==> config.mk <==
export PLATFORM = sky130hd
export DESIGN_NAME = hhdm_mix
export DESIGN_NICKNAME = d
export VERILOG_FILES = /design/src/hw/rtl/hhdm_pkg.sv /design/src/hw/rtl/hhdm_mix.sv
export SDC_FILE = /design/constraint.sdc
export NUM_CORES = 1
export LEC_CHECK = 0
export BUFFER_PORTS_ARGS = -buffer_cell sky130_fd_sc_hd__buf_2
export CORE_MARGIN = 3
export CORE_UTILIZATION = 38
export CTS_BUF_LIST = sky130_fd_sc_hd__clkbuf_8
export DETAILED_ROUTE_END_ITERATION = 10
export SLEW_MARGIN = 20
export SYNTH_ARGS = -nofsm -noshare
export SYNTH_HDL_FRONTEND = slang
export SYNTH_SLANG_ARGS = --single-unit
==> constraint.sdc <==
create_clock -name clk -period 15.08 [get_ports clk]
set_input_delay 3.016 -clock clk [delete_from_list [all_inputs] [get_ports clk]]
set_output_delay 3.016 -clock clk [all_outputs]
set_load 0.01 [all_outputs]
==> src/hw/rtl/hhdm_pkg.sv <==
// Shared types, constants and the CORDIC angle table for the heading-hold drive mixer.
package hhdm_pkg;

    localparam int CW = 28;
    localparam int ZW = 32;
    localparam int MAX_STEPS = 24;

    localparam logic [15:0] FULL_TURN = 16'd36000;
    localparam logic [15:0] HALF_TURN = 16'd18000;

    localparam logic [15:0] GAIN_RESET = 16'd256;
    localparam logic [14:0] THRESH_RESET = 15'd500;

    localparam logic REG_GAIN = 1'b0;
    localparam logic REG_THRESH = 1'b1;

    typedef struct packed {
        logic signed [CW-1:0] a;
        logic signed [CW-1:0] b;
        logic signed [ZW-1:0] z;
    } vec_t;

    typedef struct packed {
        logic signed [7:0] fwd;
        logic [15:0]       heading;
        logic              active;
        logic              half;
    } side_t;

    typedef struct packed {
        logic [15:0] heading_gain;
        logic [14:0] slow_threshold;
    } cfg_t;

    function automatic logic signed [ZW-1:0] atan_q16(input int step);
        logic signed [ZW-1:0] r;
        case (step)
            0:       r = 32'sd294912000;
            1:       r = 32'sd174096719;
            2:       r = 32'sd91987925;
            3:       r = 32'sd46694507;
            4:       r = 32'sd23437865;
            5:       r = 32'sd11730358;
            6:       r = 32'sd5866610;
            7:       r = 32'sd2933484;
            8:       r = 32'sd1466764;
            9:       r = 32'sd733385;
            10:      r = 32'sd366693;
            11:      r = 32'sd183346;
            12:      r = 32'sd91673;
            13:      r = 32'sd45837;
            14:      r = 32'sd22918;
            15:      r = 32'sd11459;
            16:      r = 32'sd5730;
            17:      r = 32'sd2865;
            18:      r = 32'sd1432;
            19:      r = 32'sd716;
            20:      r = 32'sd358;
            21:      r = 32'sd179;
            22:      r = 32'sd90;
            23:      r = 32'sd45;
            default: r = '0;
        endcase
        return r;
    endfunction

endpackage

==> src/hw/rtl/hhdm_mix.sv <==
// Target wrap, heading error, gain multiply, mixing and saturation pipeline.
module hhdm_mix
(
    input  logic              clk,
    input  logic              rst_n,
    input  logic              en,
    input  hhdm_pkg::cfg_t    cfg,
    input  logic              in_valid,
    input  hhdm_pkg::vec_t    in_vec,
    input  hhdm_pkg::side_t   in_side,
    output logic              out_valid,
    output logic signed [7:0] left_drive,
    output logic signed [7:0] right_drive
);
    import hhdm_pkg::*;

    logic                 v1_reg;
    logic                 v2_reg;
    logic                 v3_reg;
    logic                 v4_reg;
    logic                 v5_reg;

    logic signed [ZW-1:0] zsum;
    logic signed [16:0]   ang;
    logic [15:0]          target_next;
    logic [15:0]          target_reg;
    logic [15:0]          head1_reg;
    logic signed [7:0]    fwd1_reg;

    logic signed [16:0]   diff;
    logic signed [15:0]   err_reg;
    logic                 slow_reg;
    logic signed [7:0]    fwd2_reg;

    logic signed [32:0]   turn_full;
    logic signed [22:0]   fwd_ext;
    logic signed [22:0]   fterm_next;
    logic signed [31:0]   turn_reg;
    logic signed [22:0]   fterm_reg;

    logic signed [31:0]   fterm_ext;
    logic signed [31:0]   num_reg [2];

    logic [31:0]          mag [2];
    logic [23:0]          hi [2];
    logic                 neg_reg [2];
    logic                 sat_reg [2];
    logic [26:0]          prod_reg [2];
    logic [6:0]           q [2];
    logic signed [7:0]    drive [2];

    always_comb
    begin
        zsum = in_vec.z + 32'sd32768;
        ang = {zsum[ZW-1], zsum[ZW-1:16]} + (in_side.half ? $signed({1'b0, HALF_TURN})
                                                          : 17'sd0);
        if (ang < 17'sd0)
        begin
            ang = ang + $signed({1'b0, FULL_TURN});
        end
        else if (ang >= $signed({1'b0, FULL_TURN}))
        begin
            ang = ang - $signed({1'b0, FULL_TURN});
        end
        target_next = in_side.active ? ang[15:0] : in_side.heading;
    end

    always_comb
    begin
        diff = $signed({1'b0, target_reg}) - $signed({1'b0, head1_reg});
        if (diff > $signed({1'b0, HALF_TURN}))
        begin
            diff = diff - $signed({1'b0, FULL_TURN});
        end
        else if (diff < -$signed({1'b0, HALF_TURN}))
        begin
            diff = diff + $signed({1'b0, FULL_TURN});
        end
    end

    always_comb
    begin
        turn_full = err_reg * $signed({1'b0, cfg.heading_gain});
        fwd_ext = {{15{fwd2_reg[7]}}, fwd2_reg};
        fterm_next = slow_reg ? fwd_ext * 23'sd12800 : fwd_ext * 23'sd25600;
        fterm_ext = {{9{fterm_reg[22]}}, fterm_reg};
    end

    for (genvar s = 0; s < 2; s++)
    begin : g_side
        always_comb
        begin
            mag[s] = num_reg[s][31] ? 32'(-num_reg[s]) : 32'(num_reg[s]);
            hi[s] = mag[s][31:8];
            q[s] = sat_reg[s] ? 7'd127 : prod_reg[s][25:19];
            drive[s] = neg_reg[s] ? -$signed({1'b0, q[s]}) : $signed({1'b0, q[s]});
        end

        always_ff @(posedge clk)
        begin
            if (en)
            begin
                neg_reg[s] <= num_reg[s][31];
                sat_reg[s] <= hi[s] >= 24'd12800;
                prod_reg[s] <= 27'(hi[s][13:0]) * 27'd5243;
            end
        end
    end

    always_ff @(posedge clk or negedge rst_n)
    begin
        if (!rst_n)
        begin
            v1_reg <= 1'b0;
            v2_reg <= 1'b0;
            v3_reg <= 1'b0;
            v4_reg <= 1'b0;
            v5_reg <= 1'b0;
        end
        else if (en)
        begin
            v1_reg <= in_valid;
            v2_reg <= v1_reg;
            v3_reg <= v2_reg;
            v4_reg <= v3_reg;
            v5_reg <= v4_reg;
        end
    end

    always_ff @(posedge clk)
    begin
        if (en)
        begin
            target_reg <= target_next;
            head1_reg <= in_side.heading;
            fwd1_reg <= in_side.fwd;
            err_reg <= diff[15:0];
            slow_reg <= diff > $signed({2'b0, cfg.slow_threshold});
            fwd2_reg <= fwd1_reg;
            turn_reg <= turn_full[31:0];
            fterm_reg <= fterm_next;
            num_reg[0] <= turn_reg + fterm_ext;
            num_reg[1] <= fterm_ext - turn_reg;
        end
    end

    assign out_valid = v5_reg;
    assign left_drive = drive[0];
    assign right_drive = drive[1];

endmodule
==> results.py <==
metrics = {
    "worst_setup_path": {
        "cp-end-kind": "flip-flop",
        "r2r_start": "num_reg[0][32]",
        "setup.worst_path.class": "in2reg",
        "r2r_slack_ns": 6.42,
        "r2r_cells": 26,
        "required_ns": 15.42,
        "cp-start-kind": "primary input",
        "arrival_ns": 9.52,
        "rr_endpoint": "prod_reg[0][52]",
        "cp_max_fo": 16,
    },
    "clocking": {
        "clkLatencyLatePin_ns": 0.58,
        "cts_resized": 0,
        "clock-sinks": 197,
        "htree_levels": 4,
        "cts_buffer_depth": 2,
        "postCtsHoldBufs": 0,
        "numCtsBuffers": 17,
        "clk_pin_slew_ns": 0.12,
        "root_buffer": "clkbuf_8",
        "cts_tree": "built",
        "post_cts_buffers": 0,
    },
    "detailed_routing": {
        "drtPass1Iterations": 5,
        "vias": 19798,
        "drc": 0,
        "ant_nets": 0,
        "drtIter0Drc": 730,
        "drt-vias-per-instance": 4.93,
        "routed_wl_mm": 60.4,
        "wl_per_cell_um": 15.0,
    },
    "logic_synthesis": {
        "avgSynthCellArea_um2": 9.69,
        "synth_edf_count": 192,
        "synth-compound-area-share_pct": 9.79,
        "yosysWarnings": 0,
        "synth_top_family_by_area": "adder cells",
        "mappedNetlistNets": 3880,
        "ys_async_sr_fraction_pct": 2.54,
        "synth-adder-area-share_pct": 41.1,
        "ys_seq_area_share_pct": 20.4,
        "ys.flop_type": "edfxtp_1",
        "muxShareOfSynthArea_pct": 1.10,
        "synthesis.area_um2": 28800,
        "synth_cell_types": 81,
        "synth-simple-area-share_pct": 12.4,
        "synthCells": 2977,
        "synthXorXnorAreaFrac_pct": 6.13,
        "ys_seq_elements": 197,
    },
    "global_routing": {
        "overflow": 0,
        "antenna_found_initial": 11,
        "grt_max_degree": 81,
        "grt_pass1_vias": 20361,
        "grt_use_total_pct": 15.9,
        "grt_pass1_wl_mm": 102,
    },
    "sta": {
        "finalHoldViolCount": 0,
        "fin_crit_ns": 9.19,
        "slew_violations": 0,
        "relSlewSlack_pct": 36.9,
        "rsz0062_at_grt": "false",
        "finalSetupViolCount": 0,
        "fin_crit_sh_pct": 60.9,
        "fin_tns_setup_ns": 0,
        "layout_setup_ws_ns": 5.89,
        "clock.fmax_mhz": 109,
        "fin_skew_ns": 0.0198,
        "worst_slew_pin_slew_ns": 0.935,
    },
    "placed_design": {
        "place_worst_setup_slack_ns": 5.19,
        "gp_congestion": 0.863,
        "port_buffers": 94,
        "dp_hpwl_mm": 50.6,
    },
    "floorplanning": {
        "ios": 166,
        "fp.dieArea_um2": 79200,
        "initial_core_util_pct": 38.5,
        "core_um2": 74800,
        "die_w_um": 281,
        "std_cell_rows": 100,
        "die-height_um": 281,
    },
    "finish": {
        "largest_reg_flops": 63,
        "fillers": 7435,
        "drive_gt1_share_pct": 6.41,
        "final_util_pct": 41.1,
        "area_growth_pct": 6.62,
        "layout.nets": 3933,
    },
    "min_path": {
        "holdPathStages": 0,
        "min_path_type": "reg2reg",
        "worstHoldEndpoint": "fwd2_reg[0]",
        "hold_start": "fwd1_reg[0]",
    },
    "outcome": {
        "status": "complete, no violations",
    },
    "flow_run": {
        "max_cap_viol_count": 0,
    },
}
layout by cell type, fill, tap and decap left out, types with 18 or more instances in the layout:
cell type,instances
o21a_1,22
inv_1,620
edfxtp_1,192
a21oi_1,105
nand2b_1,21
nor2_1,125
xnor2_1,127
xor2_1,71
o21ai_0,62
mux2_2,21
nand3_1,25
nand2_1,207
nor2b_1,19
buf_2,93
fa_1,322
a21o_1,36
and2_1,133
o31ai_1,18
ha_1,432
clkbuf_8,18
o21bai_1,21
a31oi_1,18
nor3_1,49
worst max-delay path: stages:
cell and delay, ns:
buf_2 0.22, and2_1 0.22, fa_1 0.54, inv_1 0.05
fa_1 0.56, fa_1 0.46, fa_1 0.49, inv_1 0.05
fa_1 0.52, inv_1 0.05, fa_1 0.52, inv_1 0.04
ha_1 0.33, a21oi_1 0.28, o21ai_0 0.15, a21oi_1 0.23
o21a_1 0.15, o21ai_0 0.15, o41ai_1 0.72, o211ai_1 0.24
a31o_2 0.27, a21oi_1 0.17, xnor2_1 0.08
metrics by stage:
step                cells  hold slack (ns)  cell area [um2]
floorplan            2977            0.400            28800
global placement     3980            0.403            30300
detailed placement   3980            0.405            30300
CTS                  4012            0.434            30700
global route         4013            0.443            30700
finish               4016            0.433            30700
cell usage after synthesis (22+ instances only):
library cell / number / area [um2]
a21o_1: 36 / 270
a21oi_1: 105 / 526
and2_1: 133 / 832
clkbuf_1: 59 / 221
edfxtp_1: 192 / 5770
fa_1: 322 / 6450
ha_1: 432 / 5410
inv_1: 620 / 2330
nand2_1: 207 / 777
nand3_1: 25 / 125
nor2_1: 125 / 469
nor3_1: 49 / 245
o21a_1: 22 / 165
o21ai_0: 62 / 310
xnor2_1: 127 / 1110
xor2_1: 71 / 622
routing by layer:
metal  wire [um]  track usage, %  vias to the layer above
met5         108               0                        -
met4         978            4.12                       14
met3        1930            2.77                       61
met2       30100            28.5                      228
met1       27300            19.9                     9585
li1            -               -                     9910
logic make-up (layout without fill, tap and decap cells):
| group | Yosys count | count (layout) |
|---|---|---|
| compound gates | 414 | 414 |
| xor+xnor | 200 | 200 |
| fa+ha+maj | 754 | 754 |
| buf+inv | 690 | 756 |
| flops | 197 | 197 |
| mux | 29 | 29 |
| other cells | 0 | 4 |
| simple gates | 693 | 693 |
cell type report:
| class | instances | area [um2] | area share [%] |
|---|---|---|---|
| Clock inverter | 15 | 179 | 0.582 |
| Multi-Input combinational cell | 2090 | 20300 | 66.2 |
| Inverter | 621 | 2330 | 7.58 |
| Antenna cell | 4 | 10.0 | 0.0326 |
| Timing Repair Buffer | 103 | 547 | 1.78 |
| Tap cell | 969 | 1210 | 3.94 |
| Sequential cell | 197 | 5890 | 19.2 |
| Clock buffer | 17 | 234 | 0.761 |
how the worst max path moves through the flow:
stage            start      endpoint  depth (start not counted)
4_1_cts        cfg[20]  turn_reg[30]                         23
2_1_floorplan  cfg[23]  turn_reg[30]                         22
6_report       cfg[20]  turn_reg[30]                         23
5_1_grt        cfg[20]  turn_reg[30]                         23
3_5_place_dp   cfg[20]  turn_reg[30]                         23
3_3_place_gp   cfg[20]  turn_reg[30]                         23
Power is not shown: default switching activity piles up to over one toggle a cycle in this logic, so the estimate is an artifact.
