[config.mk]
export PLATFORM = sky130hd
export DESIGN_NAME = hhdm_cordic
export DESIGN_NICKNAME = d
export VERILOG_FILES = /design/src/hw/rtl/hhdm_pkg.sv /design/src/hw/rtl/hhdm_cordic_stage.sv /design/src/hw/rtl/hhdm_cordic.sv
export SDC_FILE = /design/constraint.sdc
export NUM_CORES = 2
export LEC_CHECK = 0
export BUFFER_PORTS_ARGS = -buffer_cell sky130_fd_sc_hd__buf_2
export CAP_MARGIN = 20
export CORE_ASPECT_RATIO = 0.7
export CORE_MARGIN = 4
export CORE_UTILIZATION = 40
export DETAILED_ROUTE_END_ITERATION = 8
export PLACE_DENSITY = 0.59
export SLEW_MARGIN = 25
export SYNTH_ARGS = -nofsm -noshare
export SYNTH_HDL_FRONTEND = slang
export SYNTH_SLANG_ARGS = --single-unit
[constraint.sdc]
create_clock -name clk -period 15.25 [get_ports clk]
set_clock_uncertainty 0.2 [all_clocks]
set_input_delay 3.05 -clock clk [delete_from_list [all_inputs] [get_ports clk]]
set_output_delay 3.05 -clock clk [all_outputs]
set_load 0.02 [all_outputs]
[src/hw/rtl/hhdm_pkg.sv]
// Shared types, constants and the CORDIC angle table for the heading-hold drive mixer.
package hhdm_pkg;

    localparam int CW = 28;
    localparam int ZW = 32;
    localparam int MAX_STEPS = 24;

    localparam logic [15:0] FULL_TURN = 16'd36000;
    localparam logic [15:0] HALF_TURN = 16'd18000;

    localparam logic [15:0] GAIN_RESET = 16'd256;
    localparam logic [14:0] THRESH_RESET = 15'd500;

    localparam logic REG_GAIN = 1'b0;
    localparam logic REG_THRESH = 1'b1;

    typedef struct packed {
        logic signed [CW-1:0] a;
        logic signed [CW-1:0] b;
        logic signed [ZW-1:0] z;
    } vec_t;

    typedef struct packed {
        logic signed [7:0] fwd;
        logic [15:0]       heading;
        logic              active;
        logic              half;
    } side_t;

    typedef struct packed {
        logic [15:0] heading_gain;
        logic [14:0] slow_threshold;
    } cfg_t;

    function automatic logic signed [ZW-1:0] atan_q16(input int step);
        logic signed [ZW-1:0] r;
        case (step)
            0:       r = 32'sd294912000;
            1:       r = 32'sd174096719;
            2:       r = 32'sd91987925;
            3:       r = 32'sd46694507;
            4:       r = 32'sd23437865;
            5:       r = 32'sd11730358;
            6:       r = 32'sd5866610;
            7:       r = 32'sd2933484;
            8:       r = 32'sd1466764;
            9:       r = 32'sd733385;
            10:      r = 32'sd366693;
            11:      r = 32'sd183346;
            12:      r = 32'sd91673;
            13:      r = 32'sd45837;
            14:      r = 32'sd22918;
            15:      r = 32'sd11459;
            16:      r = 32'sd5730;
            17:      r = 32'sd2865;
            18:      r = 32'sd1432;
            19:      r = 32'sd716;
            20:      r = 32'sd358;
            21:      r = 32'sd179;
            22:      r = 32'sd90;
            23:      r = 32'sd45;
            default: r = '0;
        endcase
        return r;
    endfunction

endpackage

[src/hw/rtl/hhdm_cordic_stage.sv]
// One registered micro-rotation of the vectoring CORDIC.
module hhdm_cordic_stage
#(
    parameter int STEP = 0
)
(
    input  logic              clk,
    input  logic              rst_n,
    input  logic              en,
    input  logic              in_valid,
    input  hhdm_pkg::vec_t    in_vec,
    input  hhdm_pkg::side_t   in_side,
    output logic              out_valid,
    output hhdm_pkg::vec_t    out_vec,
    output hhdm_pkg::side_t   out_side
);
    import hhdm_pkg::*;

    localparam logic signed [ZW-1:0] ANGLE = atan_q16(STEP);

    logic signed [CW-1:0] a_in;
    logic signed [CW-1:0] b_in;
    logic signed [ZW-1:0] z_in;
    logic signed [CW-1:0] da;
    logic signed [CW-1:0] db;
    logic                 b_pos;
    vec_t                 vec_next;
    logic                 valid_reg;
    vec_t                 vec_reg;
    side_t                side_reg;

    always_comb
    begin
        a_in = in_vec.a;
        b_in = in_vec.b;
        z_in = in_vec.z;
        da = b_in >>> STEP;
        db = a_in >>> STEP;
        b_pos = !b_in[CW-1] && (b_in != '0);
        if (b_pos)
        begin
            vec_next.a = a_in + da;
            vec_next.b = b_in - db;
            vec_next.z = z_in + ANGLE;
        end
        else
        begin
            vec_next.a = a_in - da;
            vec_next.b = b_in + db;
            vec_next.z = z_in - ANGLE;
        end
    end

    always_ff @(posedge clk or negedge rst_n)
    begin
        if (!rst_n)
        begin
            valid_reg <= 1'b0;
        end
        else if (en)
        begin
            valid_reg <= in_valid;
        end
    end

    always_ff @(posedge clk)
    begin
        if (en)
        begin
            vec_reg <= vec_next;
            side_reg <= in_side;
        end
    end

    assign out_valid = valid_reg;
    assign out_vec = vec_reg;
    assign out_side = side_reg;

endmodule

[src/hw/rtl/hhdm_cordic.sv]
// Input conditioning stage followed by the chain of CORDIC micro-rotation stages.
module hhdm_cordic
#(
    parameter int STEPS = 16
)
(
    input  logic              clk,
    input  logic              rst_n,
    input  logic              en,
    input  logic              in_valid,
    input  logic signed [7:0] right_stick_x,
    input  logic signed [7:0] right_stick_y,
    input  logic signed [7:0] forward_stick,
    input  logic [15:0]       robot_heading,
    output logic              out_valid,
    output hhdm_pkg::vec_t    out_vec,
    output hhdm_pkg::side_t   out_side
);
    import hhdm_pkg::*;

    logic signed [CW-1:0] x_ext;
    logic signed [CW-1:0] y_ext;
    logic                 small_x;
    logic                 small_y;
    vec_t                 vec_next;
    side_t                side_next;
    logic                 valid_reg;
    vec_t                 vec_reg;
    side_t                side_reg;

    logic                 chain_valid [STEPS+1];
    vec_t                 chain_vec [STEPS+1];
    side_t                chain_side [STEPS+1];

    always_comb
    begin
        x_ext = {{(CW-24){right_stick_x[7]}}, right_stick_x, 16'h0};
        y_ext = {{(CW-24){right_stick_y[7]}}, right_stick_y, 16'h0};
        small_x = (right_stick_x == 8'h00) || (right_stick_x == 8'h01) ||
                  (right_stick_x == 8'hFF);
        small_y = (right_stick_y == 8'h00) || (right_stick_y == 8'h01) ||
                  (right_stick_y == 8'hFF);
        if (right_stick_y[7])
        begin
            vec_next.a = -y_ext;
            vec_next.b = -x_ext;
        end
        else
        begin
            vec_next.a = y_ext;
            vec_next.b = x_ext;
        end
        vec_next.z = '0;
        side_next.fwd = forward_stick;
        side_next.heading = (robot_heading >= FULL_TURN) ? robot_heading - FULL_TURN
                                                         : robot_heading;
        side_next.active = !(small_x && small_y &&
                             ((right_stick_x == 8'h00) || (right_stick_y == 8'h00)));
        side_next.half = right_stick_y[7];
    end

    always_ff @(posedge clk or negedge rst_n)
    begin
        if (!rst_n)
        begin
            valid_reg <= 1'b0;
        end
        else if (en)
        begin
            valid_reg <= in_valid;
        end
    end

    always_ff @(posedge clk)
    begin
        if (en)
        begin
            vec_reg <= vec_next;
            side_reg <= side_next;
        end
    end

    assign chain_valid[0] = valid_reg;
    assign chain_vec[0] = vec_reg;
    assign chain_side[0] = side_reg;

    for (genvar i = 0; i < STEPS; i++)
    begin : g_step
        hhdm_cordic_stage #(
            .STEP (i)
        ) u_stage (
            .clk       (clk),
            .rst_n     (rst_n),
            .en        (en),
            .in_valid  (chain_valid[i]),
            .in_vec    (chain_vec[i]),
            .in_side   (chain_side[i]),
            .out_valid (chain_valid[i+1]),
            .out_vec   (chain_vec[i+1]),
            .out_side  (chain_side[i+1])
        );
    end

    assign out_valid = chain_valid[STEPS];
    assign out_vec = chain_vec[STEPS];
    assign out_side = chain_side[STEPS];

endmodule

==> reports/metrics.cfg <==
[outcome]
status = complete, no violations

[floorplanning]
dieArea_um2 = 296000
dieWidth_um = 649
core_um2 = 286000
start_util_pct = 40.2
io_pins = 159
fp-row-count = 164
die_h_um = 457

[critical_path]
cp.required_ns = 15.66
critPathArrivalTime_ns = 7.96
critPathKind = reg -> reg
endpoint_kind = flop
cp-start-kind = flop
crit_fanout = 42

[clock_network]
numCtsBuffers = 195
cts_buffer_depth = 4
post-cts-setup-buffers = 0
cts_tree = done
clk_pin_slew_worst_paths_ns = 0.07
cts_resized = 0
clock-sinks = 1702
clk_latency_ns = 0.87
cts_hold_buf = 0
root_buffer = clkbuf_16
h-tree-depth = 4

[placement]
place.gp.congestion = 0.897
dp_hpwl_um = 215000
port_buffers = 157

[timing]
slew_headroom_pct = 23.9
finalHoldViolCount = 0
finalCritPeriodShare_pct = 49.5
setup_viol = 0
final_max_slew_viol_count = 0
worst_slew_pin_slew_ns = 1.11
post-route-min-period_ns = 7.55
fmax_mhz = 132
rsz0062_at_grt = no
setup_tns_ns = 0

[finish]
largest_reg_flops = 1219
nets = 12233
area_delta_synth_final_pct = 9.78
drive_above_1_share_pct = 5.66
multiInputGateArea_um2 = 61200
seq_area_um2 = 51000
nFillCells = 26565

[global_route]
grt_overflow = 0
grtUsageMet3_pct = 3.52
antenna_found_initial = 3
grt-busiest-layer = met1
grt_start_max_net_pins = 178
grt_pass1_wl_um = 444000
grt_util_all_layers_pct = 18.4
gr-usage-met1_pct = 30.4
grtUsageMet2_pct = 24.4
first_global_vias = 78838

[route]
drtAntennaViolNets = 0
vias = 82803
routedWlPerCell_um = 18.8
viasPerCell = 5.55
drtIter0Drc = 7349
firstDrtPassIters = 6
drc = 0
routed_wl_um = 281000

[logic_synthesis]
ys_types = 89
syn_area_per_cell_um2 = 10.7
async_flop_share_pct = 0.999
synthFlopType = edfxtp_1
synthTopCellsByArea = edfxtp_1 (44%), ha_1 (13%), xnor2_1 (7.6%), a21oi_1 (4.3%), xor2_1 (3.5%)
synth_top_cell_by_area = edfxtp_1
ys_ff_latch = 1702
syn_inst = 10761
synth_area_um2 = 115000
synth_edf_count = 1685
synth_top_cell_area_share_pct = 44.0
synth_seq_area_share_pct = 44.4
synth_warnings = 0

[run]
drv_cap = 0

[min_path]
hold_path.class = reg -> reg

## layout by cell type (no fill, tap or decap), types with 39 or more instances in the layout
cell          n
o211ai_1     49
or4_1        44
a31oi_1      67
or2_2        49
inv_1       437
nand4_1      56
buf_2       157
o41ai_1      52
a21o_1      423
and2_1       40
conb_1       61
nor2_1      800
xor2_1      454
o21bai_1    146
o21ai_0     540
clkbuf_16   196
nand2_1     519
edfxtp_1   1685
and3_1       86
nor4_1       74
or3_1        76
mux2i_1      52
fa_1         39
o31ai_1     141
a21boi_0     54
nand2b_1    170
nor2b_1     147
a211oi_1     95
o21a_1      161
buf_4        51
nor3_1      250
xnor2_1     998
ha_1       1177
nand3_1     168
a21oi_1     996
## final cells by class
type / count / share of cell area (%)
Timing Repair Buffer: 217 / 1.05
Inverter: 445 / 1.32
Antenna cell: 1 / 0.00198
Multi-Input combinational cell: 8412 / 48.4
Sequential cell: 1702 / 40.4
Tap cell: 3818 / 3.78
Clock buffer: 234 / 4.02
Clock inverter: 102 / 0.972
## synthesized netlist by cell type (125+ instances only)
library cell and n:
nor2_1 800, xor2_1 454, edfxtp_1 1685, clkbuf_1 125
o21bai_1 146, nor3_1 254, a21o_1 423, o21ai_0 540
o31ai_1 141, inv_1 437, nand2b_1 171, nor2b_1 147
ha_1 1177, o21a_1 161, nand3_1 168, xnor2_1 998
nand2_1 519, a21oi_1 996
## routing by layer
metal / share of wire (%) / routed length [um] / vias to the layer above
met3: 7.5 / 21100 / 268
met2: 37 / 105000 / 2397
li1: - / - / 40461
met4: 1.5 / 4220 / 0
met5: 0 / 0 / -
met1: 54 / 151000 / 39677
## stage by stage
stage | hold slack [ns] | cells | instance area, um^2 | util [%] | setup WS (ns)
2_1_floorplan | 0.200 | 10820 | 115000 | - | 8.43
3_3_place_gp | 0.200 | 14593 | 120000 | 42.0 | 6.94
3_5_place_dp | 0.205 | 14594 | 120000 | 42.0 | 7.81
4_1_cts | 0.195 | 14930 | 126000 | 44.2 | 7.78
5_1_grt | 0.202 | 14930 | 126000 | 44.2 | 7.17
6_report | 0.189 | 14931 | 126000 | 44.2 | 7.70
## cell families (layout without fill, tap and decap cells)
logic type	count (synthesis)	after routing	share of synthesized area [%]
XOR/XNOR	1452	1452	11.1
buffers and inverters	706	998	2.69
AND/OR/NAND/NOR	2580	2580	10.9
multiplexers	78	78	0.707
adder cells (fa/ha/maj)	1216	1216	13.5
AO/OA/AOI/OAI	3025	3025	16.8
other	2	62	0.00653
flip-flops	1702	1702	44.4
## critical path, stage by stage (launching register included)
cell and delay [ns]:
edfxtp_1 0.45, or3_1 0.48, nor4_1 0.27, nand2_1 0.14, or4_1 0.51, or2_2 0.38, nand4b_1 0.32, nand2b_1 0.16
buf_4 0.48, mux2i_1 0.24, fa_1 0.47, a21o_1 0.17, a21oi_1 0.21, o21bai_1 0.11, a211oi_1 0.46, o31ai_1 0.23
a2111oi_0 0.72, nor3b_1 0.12, buf_4 0.19, a2111o_1 0.43, a31o_2 0.24, a21oi_1 0.16, xnor2_1 0.09
## final timing paths
kind                                                start                             end  slack [ns]  cells after the start
max in group asynchronous                           rst_n     g_step[8].u_stage.out_valid       12.66                      1
max reg2reg                 g_step[6].u_stage.out_vec[42]   g_step[7].u_stage.out_vec[58]        7.70                     22
min reg2reg                g_step[11].u_stage.out_side[6]  g_step[12].u_stage.out_side[6]        0.19                      0
max                         g_step[6].u_stage.out_vec[42]   g_step[7].u_stage.out_vec[58]        7.70                     22
min                        g_step[11].u_stage.out_side[6]  g_step[12].u_stage.out_side[6]        0.19                      0
min in group asynchronous                           rst_n     g_step[7].u_stage.out_valid        1.93                      1
Power is not shown: default switching activity piles up to over one toggle a cycle in this logic, so the estimate is an artifact.
