$ cat src/hw/rtl/hhdm_pkg.sv
// Shared types, constants and the CORDIC angle table for the heading-hold drive mixer.
package hhdm_pkg;

    localparam int CW = 28;
    localparam int ZW = 32;
    localparam int MAX_STEPS = 24;

    localparam logic [15:0] FULL_TURN = 16'd36000;
    localparam logic [15:0] HALF_TURN = 16'd18000;

    localparam logic [15:0] GAIN_RESET = 16'd256;
    localparam logic [14:0] THRESH_RESET = 15'd500;

    localparam logic REG_GAIN = 1'b0;
    localparam logic REG_THRESH = 1'b1;

    typedef struct packed {
        logic signed [CW-1:0] a;
        logic signed [CW-1:0] b;
        logic signed [ZW-1:0] z;
    } vec_t;

    typedef struct packed {
        logic signed [7:0] fwd;
        logic [15:0]       heading;
        logic              active;
        logic              half;
    } side_t;

    typedef struct packed {
        logic [15:0] heading_gain;
        logic [14:0] slow_threshold;
    } cfg_t;

    function automatic logic signed [ZW-1:0] atan_q16(input int step);
        logic signed [ZW-1:0] r;
        case (step)
            0:       r = 32'sd294912000;
            1:       r = 32'sd174096719;
            2:       r = 32'sd91987925;
            3:       r = 32'sd46694507;
            4:       r = 32'sd23437865;
            5:       r = 32'sd11730358;
            6:       r = 32'sd5866610;
            7:       r = 32'sd2933484;
            8:       r = 32'sd1466764;
            9:       r = 32'sd733385;
            10:      r = 32'sd366693;
            11:      r = 32'sd183346;
            12:      r = 32'sd91673;
            13:      r = 32'sd45837;
            14:      r = 32'sd22918;
            15:      r = 32'sd11459;
            16:      r = 32'sd5730;
            17:      r = 32'sd2865;
            18:      r = 32'sd1432;
            19:      r = 32'sd716;
            20:      r = 32'sd358;
            21:      r = 32'sd179;
            22:      r = 32'sd90;
            23:      r = 32'sd45;
            default: r = '0;
        endcase
        return r;
    endfunction

endpackage

$ cat src/hw/rtl/hhdm_apb_regs.sv
// Configuration register file behind the APB port.
module hhdm_apb_regs
(
    input  logic               clk,
    input  logic               rst_n,
    input  logic               psel,
    input  logic               penable,
    input  logic               pwrite,
    input  logic [2:0]         paddr,
    input  logic [31:0]        pwdata,
    output logic [31:0]        prdata,
    output logic               pready,
    output hhdm_pkg::cfg_t     cfg
);
    import hhdm_pkg::*;

    logic [15:0] gain_reg;
    logic [14:0] thresh_reg;
    logic        wr_en;

    assign pready = 1'b1;
    assign wr_en = psel && penable && pwrite;

    always_ff @(posedge clk or negedge rst_n)
    begin
        if (!rst_n)
        begin
            gain_reg <= GAIN_RESET;
            thresh_reg <= THRESH_RESET;
        end
        else if (wr_en)
        begin
            unique case (paddr[2])
                REG_GAIN:   gain_reg <= pwdata[15:0];
                REG_THRESH: thresh_reg <= pwdata[14:0];
                default:    gain_reg <= gain_reg;
            endcase
        end
    end

    always_comb
    begin
        unique case (paddr[2])
            REG_GAIN:   prdata = {16'h0, gain_reg};
            REG_THRESH: prdata = {17'h0, thresh_reg};
            default:    prdata = '0;
        endcase
    end

    assign cfg.heading_gain = gain_reg;
    assign cfg.slow_threshold = thresh_reg;

endmodule

$ cat config.mk
export PLATFORM = sky130hd
export DESIGN_NAME = hhdm_apb_regs
export DESIGN_NICKNAME = d
export VERILOG_FILES = /design/src/hw/rtl/hhdm_pkg.sv /design/src/hw/rtl/hhdm_apb_regs.sv
export SDC_FILE = /design/constraint.sdc
export NUM_CORES = 1
export LEC_CHECK = 0
export BUFFER_PORTS_ARGS = -buffer_cell sky130_fd_sc_hd__buf_2
export CAP_MARGIN = 40
export CORE_ASPECT_RATIO = 0.6
export CORE_UTILIZATION = 41
export DETAILED_ROUTE_END_ITERATION = 7
export PLACE_DENSITY = 0.88
export SLEW_MARGIN = 10
export SYNTH_ARGS = -nofsm -noshare
export SYNTH_HDL_FRONTEND = slang
export SYNTH_SLANG_ARGS = --single-unit
$ cat constraint.sdc
create_clock -name clk -period 1.5 [get_ports clk]
set_clock_uncertainty 0.2 [all_clocks]
set_input_delay 0.3 -clock clk [delete_from_list [all_inputs] [get_ports clk]]
set_output_delay 0.3 -clock clk [all_outputs]
set_load 0.02 [all_outputs]
==> metrics.txt, run 1 <==
Root Driver=clkbuf_8; drt wl/cell=14.5 um; pwr/cell area=1420 nW/um^2; sequential element share of the synthesized area=between 50% and 60%; Initial Util=a little under half; Synth warnings=0; met1 Resource Use GR=about a quarter; Layout Utilization=67.0%; fin crit share=106%; Core ar.=roughly 3400 um^2; hold_ws=between 0.06 and 0.07 ns; CTS Buf Count=5; port buffer count=68; via count=1107; Area growth syn-to-layout=47.8%; GRT Max-Usage Layer=met2; failing checks=negative setup slack; crit path time final=around 1.6 ns; Synth Instances=around 100; CP startpoint kind=flip-flop; placement row count=16; RSZ-0062 raised after global routing=true; Hold Vio Cnt, Final=0; Mean Syn Cell Area=15.2 um^2; crit path max fanout=3; H-tree levels=2; leakage=between 0.001 and 0.0015 uW; Hold Path Class=in -> reg; Die W=around 82 um; layout cell share with drive strength beyond 1=76.4%; status=complete, but fails checks; CTS tree=done; I/O pin total=104; kind of critical path=reg -> out; crit path DAT=about 1.1 ns; Synth Area in Compound Gates=0%; first-pass GRT wire length=5.48 mm; met2 global-route usage=about 30%; WL final=around 3.5 mm; multiplexer area fraction after synthesis=a little over a third; post-synthesis xor/xnor area fraction=0%; Pwr Total=about 3300 uW; clk slew on worst S/H paths=~0.06 ns; largest family of logic cells by synthesized area=multiplexers; vias in the first global route=between 1k and 1.5k; Synth Register Bits=31; Setup crit end kind=primary output; maximum VDD drop=between 0.7 and 0.8 mV; post-route ant nets=0; Critical Path RT=1.00 ns; largest net degree at the start of global routing=32; initial antenna violation count=0; Netlist Area Pre-Place=1560 um^2; Die ar.=4070 um^2; RePlAce Congestion=between 0.6 and 0.7; final non-filler cell total=240; most frequent cells in the layout=46 x buf_2, 25 x mux2_2, 24 x dfrtp_1, 22 x buf_4, 21 x mux2_4; maxcap violations=0; CTS max path bufs=2; fmax=about 630 MHz; DP Cell Count=between 200 and 250; GRT Overall Usage=between 10% and 20%; clock latency on the worst-skew pair=approximately 0.27 ns; Iter 0 DRT Violations=8; die height=about 50 um; setup ws final=-0.0935 ns; commonest non-fill, non-tap cell in the layout=buf_2; Post-Synth Simple-Gate Area=around 3.3%; clock sink count=31; Place WS=-0.103 ns; Via density=4.61; Overflow after GRT=0; fin nets=between 200 and 250; met3 Use GR=~6.1%; Largest register FFs=16; Setup-failing EPs final=15; # DRC=0; Unique masters post-synth=11; Post-Synth Adder-Cell Area=0%; Max Transition Viols Final=0; Post-DP HPWL=2.21 mm; DRT Pass-1 Iters=4; Antenna diodes=0; Layout fillers=about 270
[layout make-up]
| class | instances | area [um^2] | area share, % |
|---|---|---|---|
| repair buffers | 90 | 676 | 29.3 |
| clock buffers | 8 | 80.1 | 3.47 |
| multi-input cells | 66 | 712 | 30.8 |
| flip-flops and latches | 31 | 785 | 34.0 |
| well taps | 45 | 56.3 | 2.44 |
[cell families after synthesis]
kind of cell	count (synthesis)
mux	46
flops	31
buf+inv	21
simple gates	3
other cells	2
[per-layer routing]
| layer | vias to the layer above | part of all wire, % |
|---|---|---|
| li1 | 506 | - |
| met1 | 549 | 45 |
| met2 | 49 | 48 |
| met3 | 3 | 6.4 |
| met4 | 0 | 0.46 |
| met5 | - | 0 |
[synth_stat cells, drive strengths merged]
cell / count / share of area (%)
nand4b: 1 / 1.5
buf: 21 / 10
dfrtp: 24 / 38
conb: 2 / 0.48
nor2b: 1 / 0.40
mux2: 46 / 36
nand4: 1 / 1.4
dfstp: 7 / 12
[power by group]
part           total (uW)  leakage (uW)  internal [uW]  switching [uW]
Clock                 599     0.0000395            329             271
Combinational        1500      0.000813            779             717
Sequential           1180      0.000362           1050             129
Total                3280       0.00121           2160            1120
[worst paths after layout]
path,from,end,slack (ns),cells past startpoint
max,gain_reg[8],prdata[8],-0.09,2
max in group asynchronous,rst_n,thresh_reg[2],0.38,3
min in group asynchronous,rst_n,gain_reg[7],0.39,3
max reg2reg,gain_reg[2],gain_reg[2],0.40,2
min,pwdata[15],gain_reg[15],0.07,2
min reg2reg,thresh_reg[10],thresh_reg[10],0.33,1
[critical path: stages (launching register included)]
cell	delay (ns)
dfstp_2	0.56
mux2_4	0.15
buf_6	0.11
[stage by stage]
stage          cell area, um^2  setup TNS [ns]
5_1_grt                   2310           -1.57
6_report                  2310           -1.01
4_1_cts                   2290           -1.00
3_3_place_gp              1910           -1.28
3_5_place_dp              1910           -1.50
2_1_floorplan             1620               0
[what timing repair did]
item                                    CTS  global route
hold buffers                              1             0
resized for setup                        44             8
endpoints found under the setup margin   15            22
gates cloned                              1             0
buffers inserted                         15             0
endpoints found under the hold margin    24             0
Power figures use the tool's default switching activity.
==> inputs of run 2 (changes only) <==
Settings changed: CORE_UTILIZATION 41 to 35, PLACE_DENSITY 0.88 to 0.78.
==> run 2 against run 1 <==
Critical path type unchanged. The flow still finishes with violations (negative setup slack). Non-clock buffer count up 10. Die area up 17%. Sequential cell count unchanged.
==> metrics.txt, run 2 (synthesized netlist as in run 1, its figures left out) <==
Initial Util=37.3% (was 45.3%); post-route ant nets=0 (unchanged); CTS tree=done (unchanged); hold_ws=0.0582 ns (was 0.0660 ns); CTS Buf Count=5 (unchanged); Critical Path RT=1.00 ns (about the same); RSZ-0062 raised after global routing=true (unchanged); placement row count=18 (was 16); Die ar.=4740 um^2 (was 4070 um^2); Hold Path Class=in -> reg (unchanged); setup slack, reg-to-reg=0.41 ns (was 0.40 ns); GRT Overall Usage=15.1% (was 18.6%); maximum VDD drop=0.575 mV (was 0.781 mV); leakage=0.00128 uW (was 0.00121 uW); initial antenna violation count=0 (unchanged); DP Cell Count=231 (was 215); most frequent cells in the layout=48 x buf_2, 29 x buf_4, 26 x mux2_2, 24 x dfrtp_1, 20 x mux2_4 (was 46 x buf_2, 25 x mux2_2, 24 x dfrtp_1, 22 x buf_4, 21 x mux2_4); Iter 0 DRT Violations=14 (was 8); final non-filler cell total=265 (was 240); Register Area=785 um^2 (unchanged); FF-to-FF Start=gain_reg[1] (was gain_reg[2]); CP top delay family=flip-flops (unchanged); layout cell share with drive strength beyond 1=78.5% (was 76.4%); CTS max path bufs=2 (unchanged); crit path DAT=1.07 ns (was 1.09 ns); I/O pin total=104 (unchanged); via count=1126 (was 1107); Max Transition Viols Final=0 (unchanged); worst reg2reg endpoint=gain_reg[1] (was gain_reg[2]); setup ws final=-0.0740 ns (was -0.0935 ns); Layout Utilization=58.1% (was 67.0%); clock latency on the worst-skew pair=0.27 ns (about the same); WL final=3.40 mm (was 3.48 mm); Die W=88.2 um (was 81.7 um); CP startpoint kind=flip-flop (unchanged); R2R cell count=2 (unchanged); commonest non-fill, non-tap cell in the layout=buf_2 (unchanged); drt wl/cell=12.8 um (was 14.5 um); maxcap violations=0 (unchanged); Hold Vio Cnt, Final=0 (unchanged); Place WS=-0.104 ns (was -0.103 ns); fmax=635 MHz (was 628 MHz); # DRC=0 (unchanged); RePlAce Congestion=0.669 (was 0.644); slowest CP cell=dfstp_2 (unchanged); failing checks=negative setup slack (unchanged); H-tree levels=2 (unchanged); Via density=4.25 (was 4.61); first-pass GRT wire length=5.18 mm (was 5.48 mm); vias in the first global route=1062 (was 1082); max incr delay on CP=0.55 ns (was 0.56 ns); largest net degree at the start of global routing=21 (was 32); area of the multi-input gates=708 um^2 (was 712 um^2); CP bufs+invs=1 (unchanged); Overflow after GRT=0 (unchanged); Hold Path End=gain_reg[15] (unchanged); setup tns final=-0.885 ns (was -1.01 ns); crit-path cells=mux2_4 -> buf_6 (unchanged); clk slew on worst S/H paths=0.06 ns (about the same); Setup-failing EPs final=16 (was 15); Setup crit end kind=primary output (unchanged); Core ar.=4190 um^2 (was 3440 um^2); crit path time final=1.57 ns (was 1.59 ns); DRT Pass-1 Iters=2 (was 4); Area growth syn-to-layout=55.9% (was 47.8%); kind of critical path=reg -> out (unchanged); fin crit share=105% (was 106%); pwr/cell area=1410 nW/um^2 (was 1420 nW/um^2); status=complete, but fails checks (unchanged); Root Driver=clkbuf_8 (unchanged); hold path startpoint=pwdata[15] (unchanged); crit path max fanout=3 (unchanged); port buffer count=68 (unchanged); Post-DP HPWL=2.23 mm (was 2.21 mm); Antenna diodes=0 (unchanged); hold path depth=2 (unchanged); Largest register FFs=16 (unchanged); Layout fillers=348 (was 268); fin nets=244 (was 234); clock sink count=31 (unchanged); die height=53.7 um (was 49.8 um)
==> run 2: timing repair <==
item / in CTS / in global routing
hold buffers: 1 / 0
buffers inserted: 23 / 1
gates resized for setup: 40 / 8
gates cloned: 1 / 0
setup endpoints to repair: 15 / 19
endpoints found under the hold margin: 11 / 0
==> run 2: where the power goes <==
| part | total, uW | leakage [uW] | switching (uW) | internal (uW) |
|---|---|---|---|---|
| Sequential | 1160 | 0.000362 | 110 | 1050 |
| Clock | 694 | 0.0000515 | 276 | 418 |
| Combinational | 1570 | 0.000865 | 737 | 836 |
| Total | 3430 | 0.00128 | 1120 | 2310 |
==> run 2: per-layer routing <==
layer	vias up	track usage, %	wire length (um)
li1	531	-	-
met1	548	19.8	1560
met2	45	24.7	1630
met3	2	4.29	192
met4	0	4.03	20
met5	-	0	0
==> run 2: how the worst max path moves through the flow <==
stage | from | to | slack [ns] | cells after the start
2_1_floorplan | paddr[2] | prdata[10] | 0.03 | 3
3_3_place_gp | paddr[2] | prdata[14] | -0.09 | 4
3_5_place_dp | paddr[2] | thresh_reg[3] | -0.10 | 4
4_1_cts | gain_reg[4] | prdata[4] | -0.08 | 2
5_1_grt | thresh_reg[7] | prdata[7] | -0.13 | 2
6_report | thresh_reg[7] | prdata[7] | -0.07 | 2
==> run 2: through the flow <==
stage | cell area [um^2] | total power [uW]
2_1_floorplan | 1620 | 1960
3_3_place_gp | 1970 | 2300
3_5_place_dp | 1970 | 2320
4_1_cts | 2400 | 3410
5_1_grt | 2430 | 3640
6_report | 2430 | 3430
==> run 2: layout make-up <==
type,count,share of cell area [%]
Tap cell,60,3.08
Clock buffer,8,4.11
Timing Repair Buffer,100,31.5
Sequential cell,31,32.2
Multi-Input combinational cell,66,29.1
==> inputs of run 3 (changes only) <==
Settings changed: REMOVE_ABC_BUFFERS set to 1.
==> run 3 against run 2 <==
The flow still finishes with violations (negative setup slack). Via count grew 1.7%. Global-route usage grew 0.67 points. Worst setup slack lost 0.017 ns. Largest power group unchanged.
==> metrics.txt, run 3 (synthesized netlist as in run 1, its figures left out) <==
Post-DP HPWL=2.36 mm (was 2.23 mm); Layout Utilization=57.3% (was 58.1%); met1 Resource Use GR=20.0% (was 19.8%); Max Transition Viols Final=0 (unchanged); post-route ant nets=0 (unchanged); fmax=629 MHz (was 635 MHz); setup slack, reg-to-reg=0.39 ns (was 0.41 ns); layout cell share with drive strength beyond 1=78.4% (was 78.5%); Place WS=-0.114 ns (was -0.104 ns); H-tree levels=2 (unchanged); Hold Path Class=in -> reg (unchanged); Root Driver=clkbuf_8 (unchanged); Area growth syn-to-layout=53.8% (was 55.9%); CTS tree=done (unchanged); hold_ws=0.0500 ns (was 0.0582 ns); pwr/cell area=1420 nW/um^2 (was 1410 nW/um^2); CTS Buf Count=5 (unchanged); met3 Use GR=5.21% (was 4.29%); initial antenna violation count=0 (unchanged); DRT Pass-1 Iters=4 (was 2); Via density=4.42 (was 4.25); slowest CP cell=dfrtp_1 (was dfstp_2); maxcap violations=0 (unchanged); RSZ-0062 raised after global routing=true (unchanged); commonest non-fill, non-tap cell in the layout=buf_2 (unchanged); Hold Vio Cnt, Final=0 (unchanged); die height=53.7 um (unchanged); CTS max path bufs=2 (unchanged); crit path time final=1.59 ns (was 1.57 ns); via count=1145 (was 1126); max incr delay on CP=0.40 ns (was 0.55 ns); port buffer count=68 (unchanged); Setup-failing EPs final=15 (was 16); GRT Max-Usage Layer=met2 (unchanged); placement row count=18 (unchanged); Critical Path RT=1.00 ns (about the same); setup ws final=-0.0910 ns (was -0.0740 ns); placement-stage cell area=1980 um^2 (was 1970 um^2); Initial Util=37.3% (unchanged); drt wl/cell=13.8 um (was 12.8 um); crit path max fanout=2 (was 3); CP startpoint kind=flip-flop (unchanged); Antenna diodes=0 (unchanged); largest net degree at the start of global routing=20 (was 21); I/O pin total=104 (unchanged); clock latency on the worst-skew pair=0.27 ns (about the same); GRT Overall Usage=15.8% (was 15.1%); crit-path cells=mux2_4 -> buf_6 (unchanged); Die W=88.2 um (unchanged); most frequent cells in the layout=42 x buf_2, 29 x buf_4, 24 x dfrtp_1, 23 x mux2_4, 23 x mux2_2 (was 48 x buf_2, 29 x buf_4, 26 x mux2_2, 24 x dfrtp_1, 20 x mux2_4); Overflow after GRT=0 (unchanged); crit path DAT=1.09 ns (was 1.07 ns); clock sink count=31 (unchanged); # DRC=0 (unchanged); RePlAce Congestion=0.663 (was 0.669); Pwr Total=3400 uW (was 3430 uW); maximum VDD drop=0.738 mV (was 0.575 mV); clk slew on worst S/H paths=0.07 ns (was 0.06 ns); Setup crit end kind=primary output (unchanged); WL final=3.58 mm (was 3.40 mm); fin crit share=106% (was 105%); Core ar.=4190 um^2 (unchanged); fin area=2400 um^2 (was 2430 um^2); Iter 0 DRT Violations=40 (was 14); failing checks=negative setup slack (unchanged); Die ar.=4740 um^2 (unchanged); vias in the first global route=1103 (was 1062); leakage=0.00126 uW (was 0.00128 uW); met2 global-route usage=25.5% (was 24.7%); first-pass GRT wire length=5.34 mm (was 5.18 mm); status=complete, but fails checks (unchanged); fin nets=238 (was 244); kind of critical path=reg -> out (unchanged); Largest register FFs=16 (unchanged)
## run 3: final timing paths
| kind | from | end | cells after the start |
|---|---|---|---|
| worst max register to register | gain_reg[11] | gain_reg[11] | 2 |
| max in group asynchronous | rst_n | thresh_reg[6] | 3 |
| worst min-delay path | pwdata[15] | gain_reg[15] | 2 |
| worst min register to register | thresh_reg[3] | thresh_reg[3] | 1 |
| min in group asynchronous | rst_n | gain_reg[5] | 2 |
| worst max-delay path | gain_reg[2] | prdata[2] | 2 |
## run 3: layer usage
metal | share of wire (%) | vias up
met1 | 46 | 569
li1 | - | 520
met2 | 47 | 49
met5 | 0 | -
met4 | 0.98 | 0
met3 | 6.1 | 7
## run 3: power by group
part | internal, uW | total, uW | switching, uW | leakage (uW)
Sequential | 1050 | 1180 | 127 | 0.000362
Clock | 369 | 657 | 288 | 0.0000482
Combinational | 831 | 1570 | 735 | 0.000849
## run 3: layout make-up
cell class	count	area [um^2]
Tap cell	60	75.1
Sequential cell	31	785
Clock inverter	1	5.00
Multi-Input combinational cell	66	722
Clock buffer	7	86.3
Timing Repair Buffer	94	729
Fill cell	345	1790
## run 3: critical path, delay by kind of cell, from the launching register on
kind / cells / cell delay, ns
muxes: 1 / 0.29
DFF: 1 / 0.40
buffers and inverters: 1 / 0.13
## run 3: timing repair
item,CTS,global route
buffers inserted,18,1
hold buffers,1,0
hold endpoints to repair,25,0
endpoints found under the setup margin,15,26
gates resized for setup,44,13
## run 3: through the flow
| stage | setup TNS (ns) | instances |
|---|---|---|
| finish | -1.06 | 259 |
| global route | -1.69 | 259 |
| CTS | -1.14 | 258 |
| detailed placement | -4.22 | 231 |
| global placement | -3.83 | 231 |
| floorplan | 0 | 97 |
